### config.mk
export PLATFORM = sky130hd
export DESIGN_NAME = display_frame_receiver
export DESIGN_NICKNAME = d
export VERILOG_FILES = /design/src/rtl/dfr_pkg.sv /design/src/rtl/display_frame_receiver.sv /design/src/rtl/dfr_cfg.sv /design/src/rtl/dfr_core.sv
export SDC_FILE = /design/constraint.sdc
export NUM_CORES = 1
export LEC_CHECK = 0
export BUFFER_PORTS_ARGS = -buffer_cell sky130_fd_sc_hd__buf_2
export CORE_UTILIZATION = 50
export DETAILED_ROUTE_END_ITERATION = 12
export PLACE_DENSITY = 0.71
export SYNTH_ARGS = -nofsm -noshare
export SYNTH_HDL_FRONTEND = slang
export SYNTH_SLANG_ARGS = --single-unit
### constraint.sdc
create_clock -name clk -period 5.05 [get_ports clk]
set_clock_uncertainty 0.15 [all_clocks]
set_input_delay 0.505 -clock clk [delete_from_list [all_inputs] [get_ports clk]]
set_output_delay 0.505 -clock clk [all_outputs]
set_load 0.01 [all_outputs]
### src/rtl/dfr_pkg.sv
`default_nettype none
package dfr_pkg;

  localparam int unsigned AddrW = 5;
  localparam int unsigned DataW = 32;

  // register index, byte address is 4 * index
  typedef enum logic [2:0] {
    REG_HDR_FIRST  = 3'd0,
    REG_HDR_SECOND = 3'd1,
    REG_MAX_LEN    = 3'd2,
    REG_READ_CODE  = 3'd3,
    REG_WRITE_CODE = 3'd4,
    REG_ACK_FIRST  = 3'd5,
    REG_ACK_SECOND = 3'd6,
    REG_IGN_ADDR   = 3'd7
  } reg_idx_t;

  localparam logic [7:0]  RstHdrFirst  = 8'h5A;
  localparam logic [7:0]  RstHdrSecond = 8'hA5;
  localparam logic [7:0]  RstMaxLen    = 8'd249;
  localparam logic [7:0]  RstReadCode  = 8'h83;
  localparam logic [7:0]  RstWriteCode = 8'h82;
  localparam logic [7:0]  RstAckFirst  = 8'h4F;
  localparam logic [7:0]  RstAckSecond = 8'h4B;
  localparam logic [15:0] RstIgnAddr   = 16'h3000;

  typedef enum logic [2:0] {
    PH_HUNT  = 3'b001,
    PH_LEN   = 3'b010,
    PH_FRAME = 3'b100
  } phase_t;

  typedef enum logic [1:0] {
    KIND_READ  = 2'd0,
    KIND_WRITE = 2'd1,
    KIND_ACK   = 2'd2,
    KIND_OTHER = 2'd3
  } kind_t;

  typedef enum logic [2:0] {
    VERD_OK        = 3'd0,
    VERD_WRONG_SZ  = 3'd1,
    VERD_IGNORED   = 3'd2,
    VERD_UNKNOWN   = 3'd3,
    VERD_TOO_SHORT = 3'd4
  } verdict_t;

  typedef struct packed {
    logic [7:0]  hdr_first;
    logic [7:0]  hdr_second;
    logic [7:0]  max_len;
    logic [7:0]  read_code;
    logic [7:0]  write_code;
    logic [7:0]  ack_first;
    logic [7:0]  ack_second;
    logic [15:0] ign_addr;
  } cfg_t;

  typedef struct packed {
    logic        has_result;
    logic [7:0]  payload_byte;
    logic        payload_valid;
    logic [15:0] address;
    kind_t       frame_kind;
    logic [7:0]  byte_offset;
    logic        frame_end;
    verdict_t    verdict;
  } result_t;

endpackage
`default_nettype wire

### src/rtl/display_frame_receiver.sv
// an accepted byte passes through the input register and then the result register
// throughput: one byte per cycle; the input register and the result register
// take a new transfer in every cycle while out_ready is high
// reset: synchronous active-high rst clears the parser to header hunt, empties
// both registers and loads the configuration registers with their defaults
`default_nettype none
module display_frame_receiver
  import dfr_pkg::*;
(
  input  wire logic             clk,
  input  wire logic             rst,
  input  wire logic             psel,
  input  wire logic             penable,
  input  wire logic             pwrite,
  input  wire logic [AddrW-1:0] paddr,
  input  wire logic [DataW-1:0] pwdata,
  output logic      [DataW-1:0] prdata,
  output logic                  pready,
  input  wire logic             in_valid,
  output logic                  in_ready,
  input  wire logic [7:0]       rx_byte,
  output logic                  out_valid,
  input  wire logic             out_ready,
  output logic [7:0]            payload_byte,
  output logic                  payload_valid,
  output logic [15:0]           address,
  output logic [1:0]            frame_kind,
  output logic [7:0]            byte_offset,
  output logic                  frame_end,
  output logic [2:0]            verdict
);

  cfg_t       cfg;
  result_t    res;
  logic       byte_vld;
  logic [7:0] byte_q;
  logic       out_free, step;

  assign pready   = 1'b1;
  assign out_free = !out_valid || out_ready;
  assign step     = byte_vld && out_free;
  assign in_ready = !byte_vld || step;

  dfr_cfg u_cfg (
    .clk     (clk),
    .rst     (rst),
    .psel    (psel),
    .penable (penable),
    .pwrite  (pwrite),
    .paddr   (paddr),
    .pwdata  (pwdata),
    .prdata  (prdata),
    .cfg     (cfg)
  );

  dfr_core u_core (
    .clk  (clk),
    .rst  (rst),
    .step (step),
    .b    (byte_q),
    .cfg  (cfg),
    .res  (res)
  );

  always_ff @(posedge clk) begin
    if (rst) begin
      byte_vld <= 1'b0;
    end else if (in_ready) begin
      byte_vld <= in_valid;
    end
  end

  always_ff @(posedge clk) begin
    if (in_valid && in_ready) begin
      byte_q <= rx_byte;
    end
  end

  always_ff @(posedge clk) begin
    if (rst) begin
      out_valid <= 1'b0;
    end else if (step) begin
      out_valid <= res.has_result;
    end else if (out_ready) begin
      out_valid <= 1'b0;
    end
  end

  // result fields load only when a byte leaves the input register
  always_ff @(posedge clk) begin
    if (step) begin
      payload_byte  <= res.payload_byte;
      payload_valid <= res.payload_valid;
      address       <= res.address;
      frame_kind    <= res.frame_kind;
      byte_offset   <= res.byte_offset;
      frame_end     <= res.frame_end;
      verdict       <= res.verdict;
    end
  end

endmodule
`default_nettype wire

### src/rtl/dfr_cfg.sv
`default_nettype none
module dfr_cfg
  import dfr_pkg::*;
(
  input  wire logic             clk,
  input  wire logic             rst,
  input  wire logic             psel,
  input  wire logic             penable,
  input  wire logic             pwrite,
  input  wire logic [AddrW-1:0] paddr,
  input  wire logic [DataW-1:0] pwdata,
  output logic      [DataW-1:0] prdata,
  output cfg_t                  cfg
);

  reg_idx_t idx;
  logic     wr_en;

  assign idx   = reg_idx_t'(paddr[4:2]);
  assign wr_en = psel && penable && pwrite;

  always_ff @(posedge clk) begin
    if (rst) begin
      cfg.hdr_first  <= RstHdrFirst;
      cfg.hdr_second <= RstHdrSecond;
      cfg.max_len    <= RstMaxLen;
      cfg.read_code  <= RstReadCode;
      cfg.write_code <= RstWriteCode;
      cfg.ack_first  <= RstAckFirst;
      cfg.ack_second <= RstAckSecond;
      cfg.ign_addr   <= RstIgnAddr;
    end else if (wr_en) begin
      unique case (idx)
        REG_HDR_FIRST:  cfg.hdr_first  <= pwdata[7:0];
        REG_HDR_SECOND: cfg.hdr_second <= pwdata[7:0];
        REG_MAX_LEN:    cfg.max_len    <= pwdata[7:0];
        REG_READ_CODE:  cfg.read_code  <= pwdata[7:0];
        REG_WRITE_CODE: cfg.write_code <= pwdata[7:0];
        REG_ACK_FIRST:  cfg.ack_first  <= pwdata[7:0];
        REG_ACK_SECOND: cfg.ack_second <= pwdata[7:0];
        REG_IGN_ADDR:   cfg.ign_addr   <= pwdata[15:0];
        default:        cfg.ign_addr   <= cfg.ign_addr;
      endcase
    end
  end

  always_comb begin
    unique case (idx)
      REG_HDR_FIRST:  prdata = {24'd0, cfg.hdr_first};
      REG_HDR_SECOND: prdata = {24'd0, cfg.hdr_second};
      REG_MAX_LEN:    prdata = {24'd0, cfg.max_len};
      REG_READ_CODE:  prdata = {24'd0, cfg.read_code};
      REG_WRITE_CODE: prdata = {24'd0, cfg.write_code};
      REG_ACK_FIRST:  prdata = {24'd0, cfg.ack_first};
      REG_ACK_SECOND: prdata = {24'd0, cfg.ack_second};
      REG_IGN_ADDR:   prdata = {16'd0, cfg.ign_addr};
      default:        prdata = '0;
    endcase
  end

endmodule
`default_nettype wire

### src/rtl/dfr_core.sv
`default_nettype none
module dfr_core
  import dfr_pkg::*;
(
  input  wire logic       clk,
  input  wire logic       rst,
  input  wire logic       step,
  input  wire logic [7:0] b,
  input  wire cfg_t       cfg,
  output result_t         res
);

  phase_t      phase, phase_next;
  logic        prior_hf, prior_hf_next;
  logic [7:0]  bif;
  logic [7:0]  frame_len;
  logic [7:0]  instr;
  logic [15:0] faddr;
  logic [7:0]  wcount;
  logic        ack_match;

  logic [7:0]  instr_eff, wc_eff, off, bif_inc;
  logic [15:0] addr_eff;
  logic        ack_eff, is_read, is_write, pv, at_end, bad_len, len_load;
  kind_t       kind;
  verdict_t    verd;

  // frame body fields as they stand after this byte
  always_comb begin
    instr_eff = (bif == 8'd0) ? b : instr;
    addr_eff  = faddr;
    ack_eff   = ack_match;
    wc_eff    = (bif == 8'd3) ? b : wcount;
    if (bif == 8'd1) begin
      addr_eff = {b, 8'd0};
    end else if (bif == 8'd2) begin
      addr_eff = {faddr[15:8], b};
      ack_eff  = (faddr[15:8] == cfg.ack_first) && (b == cfg.ack_second);
    end
  end

  assign is_read  = (instr_eff == cfg.read_code);
  assign is_write = !is_read && (instr_eff == cfg.write_code);
  assign bif_inc  = bif + 8'd1;
  assign at_end   = (bif_inc == frame_len);
  assign bad_len  = (b == 8'd0) || (b > cfg.max_len);

  always_comb begin
    pv  = 1'b0;
    off = 8'd0;
    if (is_read && bif >= 8'd4) begin
      pv  = 1'b1;
      off = bif - 8'd4;
    end else if (is_write && bif >= 8'd3) begin
      pv  = 1'b1;
      off = bif - 8'd3;
    end
  end

  always_comb begin
    kind = is_read ? KIND_READ : (is_write ? KIND_WRITE : KIND_OTHER);
    verd = VERD_OK;
    if (at_end) begin
      if (is_read) begin
        if (frame_len < 8'd4) begin
          verd = VERD_TOO_SHORT;
        end else if ({2'b00, frame_len} != (10'd4 + {1'b0, wc_eff, 1'b0})) begin
          verd = VERD_WRONG_SZ;
        end else if (addr_eff == cfg.ign_addr) begin
          verd = VERD_IGNORED;
        end
      end else if (is_write) begin
        if (frame_len == 8'd3 && ack_eff) begin
          kind = KIND_ACK;
        end else if (frame_len < 8'd4) begin
          verd = VERD_TOO_SHORT;
        end
      end else begin
        verd = VERD_UNKNOWN;
      end
    end
  end

  always_comb begin
    phase_next    = phase;
    prior_hf_next = prior_hf;
    len_load      = 1'b0;
    unique case (phase)
      PH_LEN: begin
        if (bad_len) begin
          // drop the header's first byte and rescan what is held
          if (cfg.hdr_second == cfg.hdr_first && b == cfg.hdr_second) begin
            prior_hf_next = 1'b0;
          end else begin
            phase_next    = PH_HUNT;
            prior_hf_next = (b == cfg.hdr_first);
          end
        end else begin
          phase_next = PH_FRAME;
          len_load   = 1'b1;
        end
      end
      PH_FRAME: begin
        if (at_end) begin
          phase_next    = PH_HUNT;
          prior_hf_next = 1'b0;
        end
      end
      default: begin
        if (prior_hf && b == cfg.hdr_second) begin
          phase_next    = PH_LEN;
          prior_hf_next = 1'b0;
        end else begin
          phase_next    = PH_HUNT;
          prior_hf_next = (b == cfg.hdr_first);
        end
      end
    endcase
  end

  always_ff @(posedge clk) begin
    if (rst) begin
      phase     <= PH_HUNT;
      prior_hf  <= 1'b0;
      bif       <= 8'd0;
      frame_len <= 8'd0;
      instr     <= 8'd0;
      faddr     <= 16'd0;
      wcount    <= 8'd0;
      ack_match <= 1'b0;
    end else if (step) begin
      phase    <= phase_next;
      prior_hf <= prior_hf_next;
      if (len_load) begin
        frame_len <= b;
        bif       <= 8'd0;
        instr     <= 8'd0;
        faddr     <= 16'd0;
        wcount    <= 8'd0;
        ack_match <= 1'b0;
      end else if (phase == PH_FRAME) begin
        bif       <= bif_inc;
        instr     <= instr_eff;
        faddr     <= addr_eff;
        wcount    <= wc_eff;
        ack_match <= ack_eff;
      end
    end
  end

  always_comb begin
    res.has_result    = (phase == PH_FRAME) && (pv || at_end);
    res.payload_byte  = pv ? b : 8'd0;
    res.payload_valid = pv;
    res.address       = addr_eff;
    res.frame_kind    = kind;
    res.byte_offset   = off;
    res.frame_end     = at_end;
    res.verdict       = verd;
  end

endmodule
`default_nettype wire

==> results of run 1 <==
[cells in the final DEF (no fill, tap or decap), types with 12 or more instances in the layout]
cell type  count
dfxtp_1      127
nand2_1      108
nor2_1       104
buf_2         89
a21oi_1       77
xor2_1        47
edfxtp_1      47
inv_1         46
o21ai_0       43
mux2i_1       43
nand3_1       41
xnor2_1       37
nor2b_1       31
a211o_1       29
nor3_1        28
nand4_1       21
clkbuf_16     18
ha_1          17
conb_1        17
buf_4         16
a22oi_1       14
and2_1        12
[per-layer routing]
metal | part of all wire, % | GRT usage [%] | wire length [um]
met1 | 42 | 36.3 | 11800
met2 | 47 | 47.6 | 13400
met3 | 7.1 | 5.38 | 2030
met4 | 4.1 | 14.6 | 1150
met5 | 0 | 0 | 0
[layout make-up]
cell class	count	area, um2
Sequential cell	174	3950
Inverter	46	173
Timing Repair Buffer	105	566
Tap cell	260	325
Multi-Input combinational cell	824	5270
Clock inverter	13	184
Clock buffer	19	454
Fill cell	1698	8030
[worst max-delay path by stage]
stage                                     endpoint  cells after the start
after global routing      verdict[1]$_SDFFCE_PN0P_                      9
final                     verdict[1]$_SDFFCE_PN0P_                     12
after global placement    verdict[1]$_SDFFCE_PN0P_                     12
after floorplan           verdict[1]$_SDFFCE_PN0P_                     13
after CTS                 verdict[1]$_SDFFCE_PN0P_                     12
after detailed placement  verdict[1]$_SDFFCE_PN0P_                     12
[state kept, by name, summed over array words and instances (netlist names)]
name / cells
u_core.prior_hf: 1
u_core.faddr: 16
u_core.ack_match: 1
verdict: 3
address: 16
u_core.phase: 3
u_core.bif: 8
out_valid: 1
payload_valid: 1
u_cfg.cfg: 72
u_core.frame_len: 8
byte_offset: 8
byte_vld: 1
frame_end: 1
frame_kind: 2
payload_byte: 8
u_core.instr: 8
byte_q: 8
u_core.wcount: 8
[metrics by stage]
stage               worst slack [ps]  total power, mW
finish                          1170             3.13
global route                     785             3.20
global placement                1410             1.71
floorplan                       1820             1.64
CTS                             1240             3.13
detailed placement              1240             1.72
[cell families after synthesis]
logic type / Yosys count / share of synthesized area [%]
compound gates: 250 / 17.2
xor+xnor: 85 / 7.74
fa+ha+maj: 17 / 2.17
buf+inv: 142 / 6.49
flops: 174 / 40.4
mux: 49 / 5.43
other cells: 2 / 0.0767
simple gates: 406 / 20.5
[power breakdown]
group / total, mW / switching (mW) / internal [mW] / leakage [nW]
combinational: 0.212 / 0.140 / 0.0722 / 2.42
sequential: 1.48 / 0.0347 / 1.44 / 1.53
clock: 1.44 / 0.574 / 0.861 / 0.319
==> flow_summary.ini, run 1 <==
[clock_tree]
cts_tree = built
clock-sinks = 174
cts-hold-fix-buffers = 0
cts_max_level = 4
cts-root-buf = clkbuf_16
cts_buffers = 17
cts.clk_slew.worst_paths_ps = 70
post-cts-setup-buffers = 0
cts_resized = 0
clk_latency_ps = 440
clock_path_buffers = 2

[floorplanning]
rows = 50
die_area_mm2 = 0.0201
coreArea_mm2 = 0.0190
io_pins = 126
die_w_um = 142
start_util_pct = 51.7
dieHeight_um = 142

[drt]
drtAntennaViolNets = 0
drt_pre_antenna_iters = 5
via_per_inst = 6.02
drc = 0
drtIter0Drc = 894
vias = 8674
wl_mm = 28.4
wire_per_inst_um = 19.7

[timing]
hold_ws_ps = 89.0
setup_tns_ps = 0
period_share_pct = 76.8
finalSetupViolCount = 0
period_needed_ps = 3880
max_slew.worst_pin.slew_ps = 990
final_max_slew_viol_count = 0
hold_viol_final = 0
fmax_mhz = 258
rsz0062_at_grt = false
relSlewSlack_pct = 33.7

[critical_path]
r2r_cells = 12
r2r_start = u_core.bif[0]$_SDFFE_PP0P_
crit_family = compound AO/OA/AOI/OAI gates
crit_type = flop to flop
reg2reg_slack_ps = 1170
crit_path_frequent_cell = ha_1
crit_start = u_core.bif[0]$_SDFFE_PP0P_
start_kind = flop
critPathSlowestCell = dfxtp_1
cp_data_arrival_time_ps = 3980
timing.critical_path.cells = ha_1 > and2_0 > nand2_1 > a21oi_1 > inv_1 > ha_1 > xnor2_1 > nor3b_1 > mux2i_1 > a2111oi_2 > o2111ai_1 > o31ai_1
path_buf_inv = 1
end_kind = flop
reg2reg_to = verdict[1]$_SDFFCE_PN0P_
required_ps = 5160
cpPeakStageDelay_ps = 530
path_max_fanout = 10

[final_layout]
drive_gt1_share_pct = 13.3
antennaDiodeCount = 0
nNetsFinal = 1237
final_area_mm2 = 0.0109
fin_cells = 1441
utilization_pct = 57.6
area_growth_pct = 11.6

[min_path]
holdPathStages = 1
worst_hold_path_type = input pin to flop
holdPathEnd = byte_q[4]$_DFFE_PP_
hold_start = rx_byte[4]

[yosys]
synthArstFlopShare_pct = 0
synth.avg_cell_area_um2 = 8.70
synth_area_leaders = dfxtp_1 26%, edfxtp_1 14%, mux2i_1 4.4%
netlist_instances = 1125
netlist_area_mm2 = 0.00979
ys_warn_count = 0
synth_cell_type_count = 76
synth_seq_area_share_pct = 40.4
yosysMostFrequentCell = dfxtp_1
synth-edff-count = 47
synth_commonest_cells = 127 x dfxtp_1, 108 x nand2_1, 105 x nor2_1
synth_seq_cells = 174
yosys.area.top_type = dfxtp_1
synthDominantCellAreaShare_pct = 26.0
ys.flop_type = dfxtp_1

[global_routing]
grt_max_degree = 89
grt_usage_pct = 28.9
grt_pass1_vias = 7961
antenna_found_initial = 0
grt_pass1_wl_mm = 44.0
grt-ovfl-total = 0

[place]
dpl_cell_area_mm2 = 0.0103
dp.cells = 1409
portBuffers = 90
place_hpwl_mm = 19.9
gp_congestion = 0.942

[job]
maxCapViolCount = 0

[run_status]
outcome = finished clean

[pwr]
leakagePower_nw = 4.26
worst_ir_drop_vdd_mv = 0.246
power_density_mw_per_mm2 = 286
(Power assumes the default switching activity.)
==> inputs of run 2 (changes only) <==
- PLACE_DENSITY: 0.71 -> 0.73
- clock period: 5.05 -> 3.5 ns (I/O delays scaled with it)
==> flow_summary.ini, run 2 (synthesis results as in run 1) <==
[floorplanning]
start_util_pct = 51.7
die_area_mm2 = 0.0201
rows = 50
dieHeight_um = 142
die_w_um = 142
coreArea_mm2 = 0.0190
io_pins = 126

[global_routing]
grt-ovfl-total = 0
use_met3_pct = 4.04
grt_pass1_vias = 8048
grt_usage_pct = 29.0
top_usage_layer = met2
grt_util_met1_pct = 39.2
antenna_found_initial = 0
grt_max_degree = 101
met2_usage_pct = 46.0
grt_pass1_wl_mm = 44.3

[critical_path]
required_ps = 3630
start_kind = flop
path_max_fanout = 9
end_kind = flop
cp_data_arrival_time_ps = 3420
crit_type = flop to flop

[final_layout]
area_growth_pct = 15.6
regMostFlops = u_cfg.cfg
largest_reg_flops = 72
final_area_mm2 = 0.0113
top_regs = u_cfg.cfg: 72 flops, address: 16 flops, u_core.faddr: 16 flops
layout_common_cells = 127 x dfxtp_1, 108 x nand2_1, 104 x nor2_1
nNetsFinal = 1286
final_common_cell = dfxtp_1
drive_gt1_share_pct = 15.6
antennaDiodeCount = 0

[timing]
finalSetupViolCount = 0
period_needed_ps = 3290
fmax_mhz = 304
final_max_slew_viol_count = 0
max_slew.worst_pin.slew_ps = 1100
relSlewSlack_pct = 26.4
period_share_pct = 93.9
hold_viol_final = 0

[clock_tree]
clk_latency_ps = 450
cts-root-buf = clkbuf_16
clock-sinks = 174
cts_tree = built
cts.clk_slew.worst_paths_ps = 70
cts_buffers = 17
clock_path_buffers = 2
cts_max_level = 4

[job]
maxCapViolCount = 0

[place]
gp_congestion = 0.961
dpl_cell_area_mm2 = 0.0105
portBuffers = 90
place_hpwl_mm = 20.3

[drt]
via_per_inst = 5.92
wire_per_inst_um = 19.1
drtIter0Drc = 896
drtAntennaViolNets = 0
drc = 0
wl_mm = 28.4
drt_pre_antenna_iters = 5
vias = 8818

[pwr]
seq_power_share_pct = 47.6
power.switching_mw = 1.16
switching_share_pct = 26.0
p_comb_share_pct = 7.6
p_int_mw = 3.30
power.total_mw = 4.46
power_density_mw_per_mm2 = 394
leakagePower_nw = 4.47
p_clk_share_pct = 44.8
worst_ir_drop_vdd_mv = 0.390

[run_status]
outcome = finished clean

[min_path]
worst_hold_path_type = input pin to flop
==> run 2: power groups by stage <==
| stage | registers (mW) | logic, mW | clock network, mW |
|---|---|---|---|
| after global routing | 2.12 | 0.363 | 2.10 |
| final | 2.12 | 0.339 | 2.00 |
| after CTS | 2.12 | 0.332 | 2.01 |
| after floorplan | 2.14 | 0.220 | 0 |
| after global placement | 2.17 | 0.313 | 0 |
| after detailed placement | 2.17 | 0.316 | 0 |
==> run 2: metal layers <==
layer  part of all wire, %  up-vias
li1                      -     4164
met1                    43     4123
met2                    45      439
met3                   7.6       92
met4                   3.7        0
met5                     0        -
==> run 2: what timing repair did <==
action,4_1_cts,5_1_grt
resized for setup,0,2
endpoints found under the setup margin,0,2
buffers inserted,0,0
hold buffers,17,0
hold endpoints to repair,17,0
==> run 2: path summary, 6_finish.rpt <==
check                                     from                            to  slack (ps)  cells past startpoint
hold / removal                       out_ready        out_valid$_SDFFE_PP0P_          60                      3
setup reg to reg    u_core.bif[4]$_SDFFE_PP0P_      verdict[1]$_SDFFCE_PN0P_         210                     11
setup / recovery    u_core.bif[4]$_SDFFE_PP0P_      verdict[1]$_SDFFCE_PN0P_         210                     11
hold reg to reg   u_core.faddr[3]$_SDFFE_PP0P_  u_core.faddr[3]$_SDFFE_PP0P_         330                      2
==> run 2: area by class of cell <==
type / instances / area, um2
Multi-Input combinational cell: 824 / 5280
Timing Repair Buffer: 154 / 976
Sequential cell: 174 / 3950
Clock inverter: 15 / 194
Inverter: 46 / 173
Tap cell: 260 / 325
Fill cell: 1726 / 7630
Clock buffer: 17 / 425
==> run 2: worst max-delay path, cell delays in order, from the launching register on <==
cell and delay [ps]:
dfxtp_1 320, or4_4 640, nor2_4 220, nand2_1 70, o21ai_0 140, ha_1 270
nand3_1 90, mux2i_1 200, nand4_1 160, a2111oi_2 420, o2111ai_2 230, o31ai_1 230
==> run 2: metrics by stage <==
step | util, % | worst slack [ps] | std cells | setup TNS [ps] | hold slack [ps]
5_1_grt | 59.7 | -16.3 | 1490 | -16.3 | 81.8
4_1_cts | 59.7 | 243 | 1490 | 0 | 53.4
3_3_place_gp | 55.5 | 338 | 1441 | 0 | 302
3_5_place_dp | 55.5 | 277 | 1441 | 0 | 311
6_report | 59.7 | 213 | 1490 | 0 | 57.7
2_1_floorplan | - | 270 | 1140 | 0 | 294
